### src/rtl/spiee_pkg.sv
`default_nettype none

package spiee_pkg;

    // Event codes carried by the op field of an input item.
    localparam logic [1:0] OP_BYTE = 2'd0;
    localparam logic [1:0] OP_RISE = 2'd1;
    localparam logic [1:0] OP_TICK = 2'd2;

    // Command opcodes.
    localparam logic [7:0] CMD_NONE  = 8'h00;
    localparam logic [7:0] CMD_WRITE = 8'h02;
    localparam logic [7:0] CMD_READ  = 8'h03;
    localparam logic [7:0] CMD_RDSR  = 8'h05;
    localparam logic [7:0] CMD_WREN  = 8'h06;

    // Value of a store byte that was never written.
    localparam logic [7:0] ERASED_BYTE = 8'hFF;

    // Access strobes from the controller to the byte store.
    typedef struct packed {
        logic rd_en;
        logic wr_en;
    } t_mem_ctl;

endpackage

`default_nettype wire

### src/rtl/spi_eeprom_slave.sv
// SPI serial EEPROM target, modeled one transaction event per item: a byte exchanged
// with select low, a select rise or a time tick. In the accept cycle of an item the
// command, address and latch logic update and the byte store is read or written; in
// the next cycle the store's registered read data is available, and the result is
// loaded into the output register once that register is free or being emptied. The
// next item is accepted while an earlier result waits in the output register to be
// taken. After reset the store reads as erased (0xFF) at once through per-entry
// written flags, with no clearing pass.
`default_nettype none

module spi_eeprom_slave #(
    parameter int MEM_DEPTH = 256,
    parameter int PAGE_SIZE = 16
) (
    input  wire         i_clk,
    input  wire         i_rst_n,
    // Input channel.
    input  wire         i_in_valid,
    output logic        o_in_stall,
    input  wire  [1:0]  i_op,
    input  wire  [7:0]  i_mosi_byte,
    // Output channel.
    output logic        o_out_valid,
    input  wire         i_out_stall,
    output logic [7:0]  o_miso_byte,
    output logic        o_busy_res,
    output logic        o_write_enabled,
    // Configuration port.
    input  wire         psel,
    input  wire         penable,
    input  wire         pwrite,
    input  wire  [2:0]  paddr,
    input  wire  [31:0] pwdata,
    output logic [31:0] prdata,
    output logic        pready
);

    localparam int AW = (MEM_DEPTH > 1) ? $clog2(MEM_DEPTH) : 1;
    localparam logic [AW-1:0] LAST_ADDR = AW'(MEM_DEPTH - 1);

    // Byte position codes within a transaction.
    localparam logic [1:0] POS_CMD  = 2'd0;
    localparam logic [1:0] POS_ADDR = 2'd1;
    localparam logic [1:0] POS_DATA = 2'd2;

    typedef enum logic {
        S_IDLE,
        S_RESP
    } t_state;

    // Constant tables: address byte reduced to the store and next address in a page.
    logic [AW-1:0] w_addr_red  [256];
    logic [AW-1:0] w_page_next [MEM_DEPTH];

    for (genvar g = 0; g < 256; g++) begin : g_red
        assign w_addr_red[g] = AW'(g % MEM_DEPTH);
    end

    for (genvar g = 0; g < MEM_DEPTH; g++) begin : g_page
        localparam int OFF = g % PAGE_SIZE;
        localparam int NXT = ((g - OFF) + ((OFF + 1) % PAGE_SIZE)) % MEM_DEPTH;
        assign w_page_next[g] = AW'(NXT);
    end

    t_state        r_state, n_state;
    logic [15:0]   r_ticks;
    logic          r_wel, n_wel;
    logic [15:0]   r_busy_cnt, n_busy_cnt;
    logic [7:0]    r_cmd, n_cmd;
    logic [AW-1:0] r_addr, n_addr;
    logic [1:0]    r_pos, n_pos;
    logic          r_dwr, n_dwr;
    logic [7:0]    r_miso_pend, n_miso_pend;
    logic          r_use_mem, n_use_mem;
    logic          r_out_valid, n_out_valid;
    logic [7:0]    r_miso, n_miso;
    logic          r_out_busy, n_out_busy;
    logic          r_out_wel, n_out_wel;

    spiee_pkg::t_mem_ctl w_mem_ctl;
    logic [AW-1:0]       w_mem_addr;
    logic [7:0]          w_rd_data;
    logic                w_in_acc;
    logic                w_busy;
    logic [7:0]          w_status;
    logic                w_cfg_wr;

    assign o_in_stall = (r_state != S_IDLE);
    assign w_in_acc   = i_in_valid && !o_in_stall;
    assign w_busy     = (r_busy_cnt != 16'd0);
    assign w_status   = {6'd0, r_wel, w_busy};

    spiee_mem #(
        .MEM_DEPTH (MEM_DEPTH),
        .AW        (AW)
    ) u_mem (
        .i_clk     (i_clk),
        .i_rst_n   (i_rst_n),
        .i_ctl     (w_mem_ctl),
        .i_addr    (w_mem_addr),
        .i_wr_data (i_mosi_byte),
        .o_rd_data (w_rd_data)
    );

    assign w_mem_addr = r_addr;

    // Decode of one item: command, address, latch and busy updates plus store access.
    always_comb begin
        n_state     = r_state;
        n_wel       = r_wel;
        n_busy_cnt  = r_busy_cnt;
        n_cmd       = r_cmd;
        n_addr      = r_addr;
        n_pos       = r_pos;
        n_dwr       = r_dwr;
        n_miso_pend = r_miso_pend;
        n_use_mem   = r_use_mem;
        w_mem_ctl   = '0;

        if (w_in_acc) begin
            n_state     = S_RESP;
            n_miso_pend = 8'd0;
            n_use_mem   = 1'b0;
            case (i_op)
                spiee_pkg::OP_BYTE: begin
                    if (r_pos == POS_CMD) begin
                        n_cmd = spiee_pkg::CMD_NONE;
                        if (i_mosi_byte == spiee_pkg::CMD_WREN ||
                            i_mosi_byte == spiee_pkg::CMD_RDSR) begin
                            n_cmd = i_mosi_byte;
                        end else if (i_mosi_byte == spiee_pkg::CMD_READ && !w_busy) begin
                            n_cmd = i_mosi_byte;
                        end else if (i_mosi_byte == spiee_pkg::CMD_WRITE && !w_busy &&
                                     r_wel) begin
                            n_cmd = i_mosi_byte;
                        end
                        n_pos = POS_ADDR;
                    end else begin
                        if (r_cmd == spiee_pkg::CMD_WREN || r_cmd == spiee_pkg::CMD_RDSR) begin
                            n_miso_pend = w_status;
                        end else if (r_cmd == spiee_pkg::CMD_READ ||
                                     r_cmd == spiee_pkg::CMD_WRITE) begin
                            if (r_pos == POS_ADDR) begin
                                n_addr = w_addr_red[i_mosi_byte];
                            end else if (r_cmd == spiee_pkg::CMD_READ) begin
                                w_mem_ctl.rd_en = 1'b1;
                                n_use_mem       = 1'b1;
                                n_addr          = (r_addr == LAST_ADDR) ? '0 : r_addr + 1'b1;
                            end else begin
                                w_mem_ctl.wr_en = 1'b1;
                                n_dwr           = 1'b1;
                                n_addr          = w_page_next[r_addr];
                            end
                        end
                        n_pos = POS_DATA;
                    end
                end
                spiee_pkg::OP_RISE: begin
                    if (r_cmd == spiee_pkg::CMD_WREN && r_pos == POS_ADDR && !w_busy) begin
                        n_wel = 1'b1;
                    end
                    if (r_cmd == spiee_pkg::CMD_WRITE && r_dwr) begin
                        n_wel      = 1'b0;
                        n_busy_cnt = r_ticks;
                    end
                    n_cmd = spiee_pkg::CMD_NONE;
                    n_pos = POS_CMD;
                    n_dwr = 1'b0;
                end
                spiee_pkg::OP_TICK: begin
                    if (w_busy) begin
                        n_busy_cnt = r_busy_cnt - 16'd1;
                    end
                end
                default: begin
                end
            endcase
        end else if (r_state == S_RESP && (!r_out_valid || !i_out_stall)) begin
            n_state = S_IDLE;
        end
    end

    // Output register: loaded once the pending result can move out.
    always_comb begin
        n_out_valid = r_out_valid;
        n_miso      = r_miso;
        n_out_busy  = r_out_busy;
        n_out_wel   = r_out_wel;
        if (r_out_valid && !i_out_stall) begin
            n_out_valid = 1'b0;
        end
        if (r_state == S_RESP && (!r_out_valid || !i_out_stall)) begin
            n_out_valid = 1'b1;
            n_miso      = r_use_mem ? w_rd_data : r_miso_pend;
            n_out_busy  = w_busy;
            n_out_wel   = r_wel;
        end
    end

    // Configuration write strobe.
    assign w_cfg_wr = psel && penable && pwrite && pready;

    always_ff @(posedge i_clk) begin
        if (!i_rst_n) begin
            r_state     <= S_IDLE;
            r_ticks     <= 16'd5000;
            r_wel       <= 1'b0;
            r_busy_cnt  <= 16'd0;
            r_cmd       <= spiee_pkg::CMD_NONE;
            r_addr      <= '0;
            r_pos       <= POS_CMD;
            r_dwr       <= 1'b0;
            r_out_valid <= 1'b0;
        end else begin
            r_state     <= n_state;
            r_wel       <= n_wel;
            r_busy_cnt  <= n_busy_cnt;
            r_cmd       <= n_cmd;
            r_addr      <= n_addr;
            r_pos       <= n_pos;
            r_dwr       <= n_dwr;
            r_out_valid <= n_out_valid;
            if (w_cfg_wr && !paddr[2]) begin
                r_ticks <= pwdata[15:0];
            end
        end
        r_miso_pend <= n_miso_pend;
        r_use_mem   <= n_use_mem;
        r_miso      <= n_miso;
        r_out_busy  <= n_out_busy;
        r_out_wel   <= n_out_wel;
    end

    assign o_out_valid     = r_out_valid;
    assign o_miso_byte     = r_miso;
    assign o_busy_res      = r_out_busy;
    assign o_write_enabled = r_out_wel;
    assign pready          = 1'b1;
    assign prdata          = paddr[2] ? 32'd0 : {16'd0, r_ticks};

    // The byte position never takes its unused code.
    a_pos_range: assert property (@(posedge i_clk) disable iff (!i_rst_n)
        r_pos != 2'd3)
        else $error("byte position out of range");

    // The store is never read and written in the same cycle.
    a_one_access: assert property (@(posedge i_clk) disable iff (!i_rst_n)
        !(w_mem_ctl.rd_en && w_mem_ctl.wr_en))
        else $error("store read and write collide");

    // A pending result with a free output slot is presented next cycle.
    a_resp_moves: assert property (@(posedge i_clk) disable iff (!i_rst_n)
        (r_state == S_RESP && !r_out_valid) |=> (r_out_valid && r_state == S_IDLE))
        else $error("pending result not delivered");

    // A store read is followed by a result taken from the store.
    a_read_used: assert property (@(posedge i_clk) disable iff (!i_rst_n)
        w_mem_ctl.rd_en |=> (r_use_mem && r_state == S_RESP))
        else $error("store read data not used");

endmodule

`default_nettype wire

### src/rtl/spiee_mem.sv
`default_nettype none

module spiee_mem #(
    parameter int MEM_DEPTH = 256,
    parameter int AW        = 8
) (
    input  wire                     i_clk,
    input  wire                     i_rst_n,
    input  wire spiee_pkg::t_mem_ctl i_ctl,
    input  wire  [AW-1:0]           i_addr,
    input  wire  [7:0]              i_wr_data,
    output logic [7:0]              o_rd_data
);

    logic [7:0] r_mem [MEM_DEPTH];
    logic       r_valid [MEM_DEPTH];
    logic [7:0] r_rd_data;

    // Byte array: one write or one read per cycle, read data registered.
    always_ff @(posedge i_clk) begin
        if (i_ctl.wr_en) begin
            r_mem[i_addr] <= i_wr_data;
        end
        if (i_ctl.rd_en) begin
            r_rd_data <= r_valid[i_addr] ? r_mem[i_addr] : spiee_pkg::ERASED_BYTE;
        end
    end

    // Written flags make every entry read as erased after reset.
    always_ff @(posedge i_clk) begin
        if (!i_rst_n) begin
            for (int i = 0; i < MEM_DEPTH; i++) begin
                r_valid[i] <= 1'b0;
            end
        end else if (i_ctl.wr_en) begin
            r_valid[i_addr] <= 1'b1;
        end
    end

    assign o_rd_data = r_rd_data;

endmodule

`default_nettype wire

### config.mk
export PLATFORM = sky130hd
export DESIGN_NAME = spi_eeprom_slave
export DESIGN_NICKNAME = d
export VERILOG_FILES = /design/src/rtl/spiee_pkg.sv /design/src/rtl/spi_eeprom_slave.sv /design/src/rtl/spiee_mem.sv
export SDC_FILE = /design/constraint.sdc
export NUM_CORES = 2
export LEC_CHECK = 0
export BUFFER_PORTS_ARGS = -buffer_cell sky130_fd_sc_hd__buf_4
export CAP_MARGIN = 10
export CORE_AREA = 2 2 324 646
export DETAILED_ROUTE_END_ITERATION = 16
export DIE_AREA = 0 0 326 648
export GPL_TIMING_DRIVEN = 1
export PLACE_DENSITY_LB_ADDON = 0.25
export SLEW_MARGIN = 25
export SYNTH_ARGS = -nofsm -noshare
export SYNTH_HDL_FRONTEND = slang
export SYNTH_SLANG_ARGS = --single-unit
### constraint.sdc
create_clock -name i_clk -period 3 [get_ports i_clk]
set_clock_uncertainty 0.05 [all_clocks]
set_input_delay 0.9 -clock i_clk [delete_from_list [all_inputs] [get_ports i_clk]]
set_output_delay 0.9 -clock i_clk [all_outputs]
set_load 0.01 [all_outputs]
; After elaboration in Yosys (flattened, before gate mapping)
; Memories as Yosys holds them, arrays and structs flattened. A register that Yosys moved wholly into a read port is not among the register bits.
; Cells that the tools add are included.
[totals]
output_inout_bits = 45
mem_bits_rw = 2304
inputBits = 52
rom_bits = 4096
latch_bits = 0
wordCells = 138
reg_bits = 73
mem_count = 4
[memory_table]
columns = memory, depth, width, rd, rd_clocked_by_memory_dff, wr, line_no
row1 = (name not given), 256, 8, 1, 0, 0, spi_eeprom_slave.sv:152  ; n_addr = w_page_next[r_addr];
row2 = (name not given), 256, 8, 1, 0, 0, spi_eeprom_slave.sv:144  ; n_addr = w_addr_red[i_mosi_byte];
row3 = u_mem.r_mem, 256, 8, 1, 1, 1, spiee_mem.sv:15  ; logic [7:0] r_mem [MEM_DEPTH];
row4 = u_mem.r_valid, 256, 1, 1, 1, 256, spiee_mem.sv:16  ; logic r_valid [MEM_DEPTH];
[op_classes]
div = 0
shift = 0
mux = 49
mul = 0
eq_ne = 20
n_reduce_logical = 40
bitwise_logic = 6
addsub = 2
magnitude_cmp = 2
[op_table]
columns = op, n
row1 = $mux 8, 15
row2 = $mux 16, 3
row3 = $eq 8x2->1 const B, 4
row4 = $eq 8x3->1 const B, 4
row5 = $pmux 16 s2, 1
row6 = $mux 1, 20
row7 = $ge 9x9->1 const B, 2
row8 = $not 8->9, 2
row9 = $ne 2x2->1 const B, 8
row10 = $pmux 8 s2, 1
row11 = $reduce_bool 16->1, 1
row12 = $sub 16x1->16 const B, 1
row13 = $mux 2, 7
row14 = $logic_and 1x1->1, 12
row15 = $reduce_bool 2->1, 5
row16 = $add 8x1->8 const B, 1
row17 = $eq 8x8->1 const B, 1
row18 = $reduce_and 7->1, 1
row19 = $logic_not 1->1, 6
row20 = $reduce_and 3->1, 2
row21 = $reduce_and 5->1, 1
row22 = $reduce_or 5->1, 1
row23 = $eq 2x1->1 const B, 2
row24 = $logic_not 2->1, 2
row25 = other kinds (10), 16

; Depth between registers and ports, before layout
[depth]
depth_word = 13
depth_mapped = 12

; Hierarchy
; A second synthesis with hierarchy kept.
[unflattened]
hier_cells = 4648
area_unflattened_um2 = 91317.6
[modules_own_cells]
columns = module, instances, cells_per_inst, area_per_inst_um2
row1 = spiee_mem, 1, 4222, 87695.4
row2 = spi_eeprom_slave, 1, 426, 3622.2

; Least setup slack after synthesis
; OpenSTA, ideal clock, no wires.
[synth_timing]
kind = register to register
from = register r_addr[0]
to = register u_mem.r_rd_data[4] (netlist: u_mem.o_rd_data[4]), read port of u_mem.r_mem, data pin
path_stages_with_launch = 12
t_arrival_ns = 2.616
n_path_buf = 4
setup_slack_ns = 0.056
path_cell_list = dfxtp_1 buf_6 buf_6 buf_2 buf_2 mux4_2 mux2i_1 nor3_1 a311oi_1 nand4_1 nor4_1 nand3_1
[synth_lines]
columns = element, line_no
row1 = "start, declared", spi_eeprom_slave.sv:70  ; logic [AW-1:0] r_addr, n_addr;
row2 = "start signal, assigned", spi_eeprom_slave.sv:219  ; r_addr <= n_addr;
row3 = "end, declared", spiee_mem.sv:17  ; logic [7:0] r_rd_data;

==> out/results.txt <==
Area delta synth->final: 21.44%
Yosys warns: 0
Slew headroom: 0.2691
Setup violators final: 10
Launch point of the worst reg-to-reg path: r_addr[1]
Starting density of the core: 0.4471
Worst hold margin: 0.2211 ns
Row count: 236
Top FF cell, synth: edfxtp_1
Ports: 97
NetSw: 12.60 mW
Sw Ratio: 0.1985
R2R depth: 11
Int Power: 50.88 mW
Routability cong.: 0.9631
CTS root buf: clkbuf_16
Crit Path Category: register to register
Peak VDD IR: 431.9 uV
Fin crit period: 3.527 ns
Total die area: 211200 um^2
Syn_area_per_cell: 19.73 um^2
Maximum clock rate: 283.5 MHz
Largest net degree at the start of global routing: 133
Logic gate share of total power: 0.015
Worst-Margin Slew: 1.092 ns
Grt ovf: 0
Core Area: 206400 um^2
First-pass DRT Iterations: 8
RSZ-0062 raised after global routing: true
Placed Area: 102600 um^2
Clock power frac: 0.418
Tightest Hold Check Type: primary input to register
Final ANT Viol Nets: 0
Most common cell after layout, fill and taps aside: edfxtp_1
DR vias: 50780
Worst hold start: pwdata[7]
CP startpoint kind: register
First-pass GRT wire length: 396.1 mm
Die Y: 648 um
Fill cells: 15810
Post-synthesis sequential area ratio: 0.7422
Critical Path RT: 3.55 ns
Final Non-Filler Cells: 8565
Residual DRC: 0
Hold path cells: 3
CP Capture Type: register
Wire per inst: 33.47 um
Commonest cells after routing, fill and taps aside: edfxtp_1, buf_4, mux4_2
Fin. max-slew vios: 0
Pleak: 36.21 nW
Failing checks: setup timing
Number of max-cap violations: 0
Reg2Reg Setup Slack: -0.53 ns
Total wire length: 286.7 mm
Cells after synthesis: 4677
Seq pwr share: 0.567
Crit path DAT: 4.07 ns
Status: finished, violations left
Area leader, netlist: edfxtp_1
Placed cells: 8067
Share of layout cells above drive strength 1: 0.3712
Ranking of synthesized cells by area: edfxtp_1, mux4_2, dfxtp_1
Reg2reg end: u_mem.o_rd_data[1]
Tot GR Track Use: 0.2684
Critical-path maximum fanout: 14
Synth Cell Area: 92290 um^2
IO Port Bufs: 61
CTS Sinks: 2387
Setup tns final: -2.637 ns
Width of the die: 326 um
PwrDens: 566.4 nW/um^2
Final Hold Vio Count: 0
Count of flip-flops with a built-in enable after synthesis: 2069
Vias per inst: 5.929
Initial drt markers: 5573
CTS H-tree lvls: 4
Synth Register Bits: 2387
Hold Path End: r_ticks[7]
Num CTS Buffers: 199
Clk slew on worst S/H paths: 0.08 ns
Yosys top cell area share: 0.6732
Antenna violations before repair: 7
Layout Nets: 5720
Ys async rst share: 0
Final Cell Area: 112100 um^2
Vias in the first global route: 51920
Final HPWL DP: 195.7 mm
Hold Buf Count CTS: 0
CTS tree: done
Setup WS post-layout: -0.5269 ns
Longest Clk Path Bufs: 4
Yosys cell types: 67
Crit share post-route: 1.176
Clk_lat worst skew: 0.86 ns
cells in the mapped netlist, types with 4 or more instances:
library cell / instances
a211oi_1: 14
a21oi_1: 78
a221oi_1: 8
a22o_1: 14
a22oi_1: 108
a31oi_1: 12
and2_1: 15
and3_1: 16
and4_1: 4
and4b_1: 5
buf_1: 27
buf_2: 69
buf_4: 40
buf_6: 20
clkbuf_1: 142
dfxtp_1: 318
edfxtp_1: 2069
ha_1: 8
inv_1: 15
mux2_2: 6
mux2i_1: 76
mux4_2: 623
nand2_1: 122
nand2b_1: 13
nand3_1: 43
nand3b_1: 5
nand4_1: 14
nor2_1: 329
nor2b_1: 38
nor3_1: 24
nor4_1: 19
nor4b_1: 4
o21a_1: 257
o21ai_0: 36
o221ai_1: 5
o22ai_1: 22
or2_2: 4
or3_1: 4
or3b_2: 4
through the flow:
stage          worst slack, ns  utilization  power, mW
6_report               -0.5269       0.5430      63.49
5_1_grt                -0.4505       0.5429      64.95
2_1_floorplan          0.05553            -      36.99
3_5_place_dp            -1.071       0.4969      37.69
3_3_place_gp            -1.521       0.4968      37.65
4_1_cts                -0.4016       0.5369      63.80
layer usage:
layer	track usage	vias up	part of all wire
li1	-	21080	-
met1	0.2901	26830	0.33
met2	0.4791	2207	0.52
met3	0.03740	661	0.060
met4	0.1968	0	0.091
met5	0	-	0
worst max-delay path by stage:
stage                         end  cells after the start  slack [ns]      start
2_1_floorplan  u_mem.o_rd_data[4]                     11        0.06  r_addr[0]
3_3_place_gp   u_mem.o_rd_data[1]                     11       -1.52  r_addr[1]
3_5_place_dp   u_mem.o_rd_data[1]                     11       -1.07  r_addr[1]
5_1_grt        u_mem.o_rd_data[1]                     11       -0.45  r_addr[0]
4_1_cts        u_mem.o_rd_data[7]                     10       -0.40  r_addr[0]
6_report       u_mem.o_rd_data[1]                     11       -0.53  r_addr[1]
what timing repair did:
| item | CTS | global route |
|---|---|---|
| cloned | 17 | 5 |
| gates resized for setup | 170 | 156 |
| hold endpoints to repair | 0 | 0 |
| setup endpoints to repair | 408 | 918 |
| setup buffers | 47 | 70 |
| pin swaps | 33 | 38 |
area by class of cell:
| class | instances | area [um^2] | share of cell area |
|---|---|---|---|
| Clock buffer | 250 | 5439 | 0.04853 |
| Antenna cell | 7 | 17.52 | 0.0001563 |
| Timing Repair Buffer | 1067 | 10410 | 0.09292 |
| Sequential cell | 2387 | 68520 | 0.6114 |
| Tap cell | 2737 | 3425 | 0.03056 |
| Multi-Input combinational cell | 1990 | 23100 | 0.2061 |
| Clock inverter | 112 | 1107 | 0.009880 |
| Inverter | 15 | 60.06 | 0.0005359 |
state kept, by name, indices dropped and copies added, names as in the netlist, named ones only:
name,count
o_out_valid,1
r_miso_pend,2
o_busy_res,1
u_mem.r_mem,2048
o_write_enabled,1
r_addr,8
r_use_mem,1
r_busy_cnt,16
r_wel,1
u_mem.o_rd_data,8
r_pos,2
r_dwr,1
r_ticks,16
o_in_stall,1
u_mem.r_valid,256
r_cmd,8
o_miso_byte,8
logic make-up (layout without fill, tap and decap cells):
family | Yosys count | count (layout) | synth area share
DFF | 2387 | 2387 | 0.7422
xor gates and xnor gates | 1 | 1 | 0.00009492
buffers and inverters | 315 | 1444 | 0.01703
other | 2 | 24 | 0.00008137
AOI/OAI and AO/OA | 584 | 584 | 0.04475
and+or+nand+nor | 675 | 675 | 0.03378
adders and majority gates | 8 | 8 | 0.001085
muxes | 705 | 705 | 0.1610
worst max-delay path: stages, from the launching register on:
cell and delay (ns):
dfxtp_4 0.36, buf_4 0.20, buf_12 0.19, buf_8 0.18, mux4_2 0.36, a22oi_2 0.28
a21oi_2 0.16, nor4_4 0.63, buf_4 0.23, nand4_1 0.15, nor4_2 0.34, nand3_1 0.11
power by group through the flow:
stage	sequential, mW	combinational (mW)	clock [mW]
after floorplan	36.8	0.216	0
after global placement	36.8	0.889	0
after detailed placement	36.8	0.935	0
after CTS	36.0	0.932	26.9
after global routing	36.0	1.00	27.9
final	36.0	0.938	26.5
No activity file was read; power rests on OpenSTA's default activity.
